### config.mk
export PLATFORM = sky130hd
export DESIGN_NAME = register_copy_propagation
export DESIGN_NICKNAME = d
export VERILOG_FILES = /design/src/rtl/core/rcp_pkg.sv /design/src/rtl/core/rcp_ram.sv /design/src/rtl/core/register_copy_propagation.sv
export SDC_FILE = /design/constraint.sdc
export NUM_CORES = 2
export LEC_CHECK = 0
export BUFFER_PORTS_ARGS = -buffer_cell sky130_fd_sc_hd__buf_2
export CAP_MARGIN = 20
export CORE_MARGIN = 4
export CORE_UTILIZATION = 49
export DETAILED_ROUTE_END_ITERATION = 8
export PLACE_DENSITY_LB_ADDON = 0.15
export SYNTH_ARGS = -nofsm -noshare
export SYNTH_HDL_FRONTEND = slang
export SYNTH_SLANG_ARGS = --single-unit
### constraint.sdc
create_clock -name clk -period 15.1 [get_ports clk]
set_clock_uncertainty 0.2 [all_clocks]
set_input_delay 2.265 -clock clk [delete_from_list [all_inputs] [get_ports clk]]
set_output_delay 2.265 -clock clk [all_outputs]
set_load 0.03 [all_outputs]
### src/rtl/core/rcp_pkg.sv
// Shared types and constants for the register copy propagation block.
`timescale 1ns / 1ps

package rcp_pkg;

    localparam int REG_W  = 8;   // register number width
    localparam int LANES  = 16;  // table entries held in one memory row
    localparam int LANE_W = 4;   // bits that select an entry within a row
    localparam int IN_W   = 40;  // packed input transaction width
    localparam int OUT_W  = 32;  // packed output transaction width

    // One decoded instruction as taken from the input stream.
    typedef struct packed {
        logic             predicated;
        logic             is_copy;
        logic             wide_pair;
        logic [REG_W-1:0] dst_reg;
        logic             dst_is_reg;
        logic [REG_W-1:0] src3_reg;
        logic             src3_is_reg;
        logic [REG_W-1:0] src2_reg;
        logic             src2_is_reg;
        logic [REG_W-1:0] src1_reg;
        logic             src1_is_reg;
        logic             block_start;
    } item_t;

    // Sequencer states, one-hot.
    typedef enum logic [6:0] {
        ST_IDLE      = 7'b0000001,
        ST_LOOK_ADDR = 7'b0000010,
        ST_LOOK_DATA = 7'b0000100,
        ST_SWEEP     = 7'b0001000,
        ST_SWEEP_END = 7'b0010000,
        ST_WRITE     = 7'b0100000,
        ST_DONE      = 7'b1000000
    } state_t;

endpackage

### src/rtl/core/rcp_ram.sv
// Generic single-port-write, single-port-read RAM with registered read data.
`timescale 1ns / 1ps

module rcp_ram #(
    parameter int WIDTH = 128,
    parameter int DEPTH = 16,
    parameter int AW    = (DEPTH > 1) ? $clog2(DEPTH) : 1
) (
    input  logic             clk,
    input  logic             we,
    input  logic [AW-1:0]    waddr,
    input  logic [WIDTH-1:0] wdata,
    input  logic [AW-1:0]    raddr,
    output logic [WIDTH-1:0] rdata
);

    logic [WIDTH-1:0] mem [DEPTH];

    always_ff @(posedge clk)
    begin
        if (we)
        begin
            mem[waddr] <= wdata;
        end
        rdata <= mem[raddr];
    end

endmodule

### src/rtl/core/register_copy_propagation.sv
// Top level of the register copy propagation block: sequencer, copy table and stream ports.
`timescale 1ns / 1ps

// Register copy propagation over a stream of decoded instructions.
//
// Each input transaction on the s_t* channel carries one instruction; each
// output transaction on the m_t* channel carries its three source registers
// after copy substitution plus a flag saying whether any of them changed.
// Exactly one output transaction follows every input transaction, in order.
//
// The copy table keeps one 8-bit source per register in a memory of
// ceil(REG_COUNT/16) rows of 16 entries, with a valid flag per entry in
// flip-flops. The three lookups share the single read port, one after another.
// When the instruction writes a register, the sweep that drops entries copying
// that register reads one row per cycle, so the read port sets the timing.
// An item without a destination skips the sweep, a disabled pass also skips
// the lookups, and only a recorded copy adds a write to the memory.
//
// Reset empties the table and sets propagate_enable. A finished result sits
// in the output register while the block goes on to accept the next
// instruction; if the receiver stalls, the sequencer waits in its final state
// until the output register is free, and s_tready stays low meanwhile.
module register_copy_propagation #(
    parameter int REG_COUNT = 256
) (
    input  logic                      clk,
    input  logic                      rst_n,
    // Input: block_start, src1_is_reg, src1_reg, src2_is_reg, src2_reg,
    // src3_is_reg, src3_reg, dst_is_reg, dst_reg, wide_pair, is_copy,
    // predicated (from bit 0 up).
    input  logic                      s_tvalid,
    output logic                      s_tready,
    input  logic [rcp_pkg::IN_W-1:0]  s_tdata,
    // Output: src1_out, src2_out, src3_out, rewritten, zero padding
    // (from bit 0 up).
    output logic                      m_tvalid,
    input  logic                      m_tready,
    output logic [rcp_pkg::OUT_W-1:0] m_tdata,
    // propagate_enable register write
    input  logic                      cfg_we,
    input  logic                      cfg_wdata
);

    import rcp_pkg::*;

    localparam int ROWS     = (REG_COUNT + LANES - 1) / LANES;
    localparam int ROW_W    = (ROWS > 1) ? $clog2(ROWS) : 1;
    localparam int IDX_W    = $clog2(REG_COUNT);
    localparam int ROW_BITS = LANES * REG_W;
    localparam logic [REG_W:0] REG_LIMIT = (REG_W + 1)'(REG_COUNT);
    localparam logic [ROW_W-1:0] LAST_ROW = ROW_W'(ROWS - 1);

    // A register number is a table key only below REG_COUNT.
    function automatic logic in_table(input logic [REG_W-1:0] r);
        in_table = ({1'b0, r} < REG_LIMIT);
    endfunction

    function automatic logic [ROW_W-1:0] row_of(input logic [REG_W-1:0] r);
        row_of = r[LANE_W +: ROW_W];
    endfunction

    state_t                 state_reg, state_next;
    item_t                  item_reg;
    logic                   enable_reg;
    logic [REG_COUNT-1:0]   valid_reg, valid_next;
    logic [1:0]             src_idx_reg;
    logic [REG_W-1:0]       res_reg [3];
    logic                   any_reg;
    logic [ROW_W-1:0]       sweep_cnt_reg;
    logic                   sweep_vld_reg;
    logic [ROW_W-1:0]       sweep_row_reg;
    logic [ROW_BITS-1:0]    cap_row_reg;
    logic                   m_tvalid_reg;
    logic [OUT_W-1:0]       m_tdata_reg;

    item_t                  s_item;
    logic                   accept;
    logic                   out_free;
    logic [REG_W-1:0]       dst_pair;
    logic [REG_W-1:0]       cur_reg;
    logic                   cur_is_reg;
    logic [REG_W-1:0]       lane_src;
    logic                   hit;
    logic                   record;
    logic [LANES-1:0]       lane_match;
    logic [REG_COUNT-1:0]   sweep_clr;
    logic                   ram_we;
    logic [ROW_W-1:0]       ram_raddr;
    logic [ROW_BITS-1:0]    ram_wdata;
    logic [ROW_BITS-1:0]    ram_rdata;

    assign s_item   = item_t'(s_tdata);
    assign accept   = s_tvalid && s_tready;
    assign s_tready = (state_reg == ST_IDLE);
    assign out_free = !m_tvalid_reg || m_tready;
    assign m_tvalid = m_tvalid_reg;
    assign m_tdata  = m_tdata_reg;
    assign dst_pair = item_reg.dst_reg + REG_W'(1);

    // Operand under lookup.
    always_comb
    begin
        case (src_idx_reg)
            2'd0:
            begin
                cur_reg    = item_reg.src1_reg;
                cur_is_reg = item_reg.src1_is_reg;
            end
            2'd1:
            begin
                cur_reg    = item_reg.src2_reg;
                cur_is_reg = item_reg.src2_is_reg;
            end
            default:
            begin
                cur_reg    = item_reg.src3_reg;
                cur_is_reg = item_reg.src3_is_reg;
            end
        endcase
    end

    // Chains are never more than one hop: an entry always points at a
    // register that has no entry of its own, so one read resolves a source.
    assign lane_src = ram_rdata[cur_reg[LANE_W-1:0] * REG_W +: REG_W];
    assign hit      = cur_is_reg && in_table(cur_reg) && valid_reg[cur_reg[IDX_W-1:0]];

    assign record = item_reg.dst_is_reg && item_reg.is_copy && item_reg.src1_is_reg &&
                    !item_reg.predicated && !item_reg.wide_pair &&
                    (res_reg[0] != item_reg.dst_reg) && in_table(item_reg.dst_reg);

    // Sweep compare: sixteen entries of the returned row against the destination.
    always_comb
    begin
        for (int j = 0; j < LANES; j++)
        begin
            lane_match[j] = (ram_rdata[j * REG_W +: REG_W] == item_reg.dst_reg) ||
                            (item_reg.wide_pair &&
                             (ram_rdata[j * REG_W +: REG_W] == dst_pair));
        end
        for (int i = 0; i < REG_COUNT; i++)
        begin
            sweep_clr[i] = sweep_vld_reg && (sweep_row_reg == ROW_W'(i / LANES)) &&
                           lane_match[i % LANES];
        end
    end

    // Valid flags: clear-all, key drops, sweep drops, then the new entry.
    always_comb
    begin
        valid_next = valid_reg;
        if (accept && (!enable_reg || s_item.block_start))
        begin
            valid_next = '0;
        end
        if (state_reg == ST_SWEEP_END)
        begin
            for (int i = 0; i < REG_COUNT; i++)
            begin
                if ((item_reg.dst_reg == REG_W'(i)) ||
                    (item_reg.wide_pair && (dst_pair == REG_W'(i))))
                begin
                    valid_next[i] = 1'b0;
                end
            end
        end
        valid_next = valid_next & ~sweep_clr;
        if (state_reg == ST_WRITE)
        begin
            for (int i = 0; i < REG_COUNT; i++)
            begin
                if (item_reg.dst_reg == REG_W'(i))
                begin
                    valid_next[i] = 1'b1;
                end
            end
        end
    end

    // Memory ports: lookups and sweep share the read port.
    assign ram_raddr = (state_reg == ST_LOOK_ADDR) ? row_of(cur_reg) : sweep_cnt_reg;
    assign ram_we    = (state_reg == ST_WRITE);

    always_comb
    begin
        ram_wdata = cap_row_reg;
        ram_wdata[item_reg.dst_reg[LANE_W-1:0] * REG_W +: REG_W] = res_reg[0];
    end

    rcp_ram #(
        .WIDTH (ROW_BITS),
        .DEPTH (ROWS),
        .AW    (ROW_W)
    ) u_table (
        .clk   (clk),
        .we    (ram_we),
        .waddr (row_of(item_reg.dst_reg)),
        .wdata (ram_wdata),
        .raddr (ram_raddr),
        .rdata (ram_rdata)
    );

    // Sequencer.
    always_comb
    begin
        state_next = state_reg;
        unique case (state_reg)
            ST_IDLE:
            begin
                if (accept)
                begin
                    state_next = enable_reg ? ST_LOOK_ADDR : ST_DONE;
                end
            end
            ST_LOOK_ADDR:
            begin
                state_next = ST_LOOK_DATA;
            end
            ST_LOOK_DATA:
            begin
                if (src_idx_reg != 2'd2)
                begin
                    state_next = ST_LOOK_ADDR;
                end
                else
                begin
                    state_next = item_reg.dst_is_reg ? ST_SWEEP : ST_DONE;
                end
            end
            ST_SWEEP:
            begin
                if (sweep_cnt_reg == LAST_ROW)
                begin
                    state_next = ST_SWEEP_END;
                end
            end
            ST_SWEEP_END:
            begin
                state_next = record ? ST_WRITE : ST_DONE;
            end
            ST_WRITE:
            begin
                state_next = ST_DONE;
            end
            ST_DONE:
            begin
                if (out_free)
                begin
                    state_next = ST_IDLE;
                end
            end
            default:
            begin
                state_next = ST_IDLE;
            end
        endcase
    end

    // Control registers.
    always_ff @(posedge clk or negedge rst_n)
    begin
        if (!rst_n)
        begin
            state_reg     <= ST_IDLE;
            enable_reg    <= 1'b1;
            valid_reg     <= '0;
            src_idx_reg   <= '0;
            sweep_cnt_reg <= '0;
            sweep_vld_reg <= 1'b0;
            m_tvalid_reg  <= 1'b0;
        end
        else
        begin
            state_reg     <= state_next;
            valid_reg     <= valid_next;
            sweep_vld_reg <= (state_reg == ST_SWEEP);
            if (cfg_we)
            begin
                enable_reg <= cfg_wdata;
            end
            if (accept)
            begin
                src_idx_reg <= '0;
            end
            else if (state_reg == ST_LOOK_DATA)
            begin
                src_idx_reg <= src_idx_reg + 2'd1;
            end
            if (state_reg == ST_SWEEP)
            begin
                sweep_cnt_reg <= sweep_cnt_reg + ROW_W'(1);
            end
            else
            begin
                sweep_cnt_reg <= '0;
            end
            if ((state_reg == ST_DONE) && out_free)
            begin
                m_tvalid_reg <= 1'b1;
            end
            else if (m_tready)
            begin
                m_tvalid_reg <= 1'b0;
            end
        end
    end

    // Payload registers.
    always_ff @(posedge clk)
    begin
        if (accept)
        begin
            item_reg   <= s_item;
            res_reg[0] <= s_item.src1_reg;
            res_reg[1] <= s_item.src2_reg;
            res_reg[2] <= s_item.src3_reg;
            any_reg    <= 1'b0;
        end
        else if ((state_reg == ST_LOOK_DATA) && hit)
        begin
            res_reg[src_idx_reg] <= lane_src;
            if (lane_src != cur_reg)
            begin
                any_reg <= 1'b1;
            end
        end
        sweep_row_reg <= sweep_cnt_reg;
        if (sweep_vld_reg && (sweep_row_reg == row_of(item_reg.dst_reg)))
        begin
            cap_row_reg <= ram_rdata;
        end
        if ((state_reg == ST_DONE) && out_free)
        begin
            m_tdata_reg <= {7'b0, any_reg, res_reg[2], res_reg[1], res_reg[0]};
        end
    end

    // A disabled pass leaves the copy table empty.
    assert property (@(posedge clk) disable iff (!rst_n)
        (accept && !enable_reg) |=> (valid_reg == '0))
        else $error("copy table not emptied by a disabled transaction");

    // Sweep data only returns while the sweep is running.
    assert property (@(posedge clk) disable iff (!rst_n)
        sweep_vld_reg |-> ((state_reg == ST_SWEEP) || (state_reg == ST_SWEEP_END)))
        else $error("sweep data outside the sweep");

    // A recorded copy leaves its entry valid.
    assert property (@(posedge clk) disable iff (!rst_n)
        ram_we |=> valid_reg[item_reg.dst_reg[IDX_W-1:0]])
        else $error("recorded copy entry not valid");

endmodule

==> qor.txt <==
core area: 0.2258 sq mm
pin count of the biggest net entering global routing: 153
share of post-route cells with drive strength above 1: 0.1954
met1 usage: 0.4089
Net Sw Frac: 0.3029
Clock power frac: 0.352
H-tree Lvls: 5
max reg flops: 2048
number of synthesized register bits: 2669
Root Driver: clkbuf_16
Remaining DRCs: 0
adder-cell area share of the yosys netlist: 0.001456
mux contribution to synthesized area: 0.1232
Reg clk slew, reported paths: 60 ps
Max Fclk: 159.3 MHz
DRT antenna net count: 0
Post CTS Setup Buffer Count: 0
Tcrit/Tclk final: 0.4156
die area: 0.2356 sq mm
Synth Area in XOR/XNOR: 0.02055
hold buffer count at cts: 0
Yosys top cell by area: edfxtp_1
Internal: 0.01368 W
largest family of logic cells by synthesized area: multiplexers
Mapped Avg Cell Area: 16.18 sq um
critical path data required time: 15440 ps
GRT overflow: 0
fillcell total: 17435
NetSw: 0.005945 W
max cap viols: 0
slew margin rel.: 0.1535
Simple-Gate Fraction of Synth Area: 0.05291
Peak VDD IR: 0.1353 mV
first-pass GRT wire length: 488500 um
Synth top area share: 0.6088
Top Ports: 80
most frequent cell after synthesis: edfxtp_1
Max Slew Vio Count: 0
vias per cell: 6.705
post-DR wirelength/cell: 33.53 um
R2R cell count: 13
crit-path max FO: 50
Stages on worst setup path: 13
Critical Path Start Type: flip-flop
setup TNS: 0 ps
post-synthesis sequential area ratio: 0.6936
starting density of the core: 0.4947
WS Path Type: flip-flop to flip-flop
Die Span Y: 485.4 um
vias: 68557
DR pass1 iterations: 8
clk sinks: 2669
unrepaired setup endpoints after global routing: false
Post-Place Cells: 9693
multi-input logic area: 0.03191 sq mm
worst-skew pair later-pin latency: 950 ps
Synth Area in Compound Gates: 0.08507
pwr dens: 156.5 mW/mm^2
final wirelength: 342900 um
ys async rst share: 0.1019
Synth warnings: 0
clock buffer count from CTS: 294
leak pwr: 42.66 nW
PortBufs: 72
CP max stage cell: o21ai_0
Synth Instances: 6902
CP delay by family, top: compound AO/OA/AOI/OAI gates
Comb power frac: 0.202
Iter 0 DRT Violations: 10091
sequential share of power: 0.446
Setup Viol. Count Final: 0
CP cell instances: inv_1 -> ha_1 -> a22oi_2 -> buf_4 -> nand2_2 -> buf_4 -> a2111oi_0 -> or4_1 -> a31oi_1 -> o311ai_1 -> o211ai_4 -> a31oi_1 -> o21ai_0
EDFF count, synth: 2264
hold depth: 0
Worst Max-Slew Pin Slew: 1264 ps
CP Data Arrival Time: 6610 ps
met2 Use GR: 0.4191
Seq. cell area: 0.07746 sq mm
synth-to-layout area growth: 12.30%
Hold Fails Final Rpt: 0
Post-synth top cells: edfxtp_1, nand2_1, mux4_2, o21ai_0, clkbuf_1
HPWL reported at the end of detailed placement: 185900 um
minimum clock period: 6276 ps
synth unique cells: 77
initial antenna violation count: 20
GRT Overall Usage: 0.2861
nets: 7071
CTS Buffer Depth: 4
Die Wd: 485.4 um
TritonCTS clock tree: done
Finished Layout Cells: 10224
CP peak stage delay: 990 ps
top post-synthesis cells by area: edfxtp_1, mux4_2, dfrtp_1
CP bufs+invs: 3
kind of end point of the critical path: flip-flop
gr busiest metal: met2
post-CTS sizing: 0
met3 usage: 0.06626
placer congestion estimate: 0.9189
Min-Delay Path Class: flip-flop to flip-flop
mapped cell area: 0.1117 sq mm
vias in the first global route: 66752
status: finished, final reports clean
Synth Flop Type: edfxtp_1
# rows: 174
## kinds of logic (layout without fill, tap and decap cells)
kind of cell               after synthesis  in the layout
and+or+nand+nor                       1228           1228
other                                    1             11
AOI/OAI and AO/OA                     1387           1387
muxes                                  726            726
DFF                                   2669           2669
adders and majority gates               13             13
buffers and inverters                  616            936
xor gates and xnor gates               262            262
## power by group through the flow
stage / Sequential [W] / Combinational [W] / Clock (W)
finish: 0.00875 / 0.00396 / 0.00691
global route: 0.00874 / 0.00413 / 0.00733
CTS: 0.00874 / 0.00385 / 0.00700
detailed placement: 0.00889 / 0.00383 / 0
global placement: 0.00890 / 0.00379 / 0
floorplan: 0.00863 / 0.00244 / 0
## routing by layer
layer  wire length (um)  part of all wire
met5                 73           0.00021
met4              18560             0.054
met3              35370              0.10
met2             150700              0.44
met1             138100              0.40
## area by class of cell
| class | instances | share of cell area |
|---|---|---|
| diodes | 4 | 0.00007981 |
| inverters | 60 | 0.002754 |
| clock buffers | 422 | 0.06656 |
| clock inverters | 90 | 0.006684 |
| well taps | 2992 | 0.02985 |
| repair buffers | 364 | 0.02202 |
| multi-input cells | 3623 | 0.2544 |
| flip-flops and latches | 2669 | 0.6176 |
## worst register-to-register path: stages, from the launching register on
cell and delay (ps):
dfrtp_1 410, inv_1 100, ha_1 810, a22oi_2 170, buf_4 290, nand2_2 320
buf_4 640, a2111oi_0 320, or4_1 640, a31oi_1 260, o311ai_1 200, o211ai_4 280
a31oi_1 260, o21ai_0 990
## metrics by stage
step / utilization / total power, W / instance area (sq um) / hold WS (ps) / setup WS (ps)
2_1_floorplan: - / 0.01107 / 111700 / 192.3 / 280.9
3_3_place_gp: 0.5135 / 0.01269 / 115900 / 206.2 / 8700
3_5_place_dp: 0.5141 / 0.01272 / 116100 / 204.5 / 8765
4_1_cts: 0.5547 / 0.01959 / 125200 / 210.0 / 8718
5_1_grt: 0.5555 / 0.02020 / 125400 / 226.1 / 8263
6_report: 0.5555 / 0.01963 / 125400 / 206.0 / 8824
## cells in the final DEF, fill, tap and decap left out, types with 86 or more instances in the layout
cell / n
xnor2_1: 155
mux2i_1: 186
xor2_1: 101
edfxtp_1: 2264
a211oi_1: 151
dfxtp_1: 133
nand3_1: 173
buf_4: 274
clkbuf_16: 302
o21ai_0: 395
dfrtp_1: 270
mux4_2: 516
a221o_1: 224
nand2_1: 592
a21oi_1: 137
o22ai_1: 257
clkbuf_1: 86
nor2b_1: 143
## path summary, 6_finish.rpt
path,slack [ps],endpoint,from
worst max-delay path,8820,res_reg[1][7]$_DFFE_PP_,src_idx_reg[0]$_DFFE_PN0P_
worst min-delay path,210,m_tdata[18]$_DFFE_PP_,res_reg[2][2]$_DFFE_PP_
worst max register to register,8820,res_reg[1][7]$_DFFE_PP_,src_idx_reg[0]$_DFFE_PN0P_
worst min register to register,210,m_tdata[18]$_DFFE_PP_,res_reg[2][2]$_DFFE_PP_
max in group asynchronous,11930,valid_reg[207]$_DFF_PN0_,rst_n
min in group asynchronous,1280,valid_reg[160]$_DFF_PN0_,rst_n
Note: power is estimated with default switching activity, not from simulation.
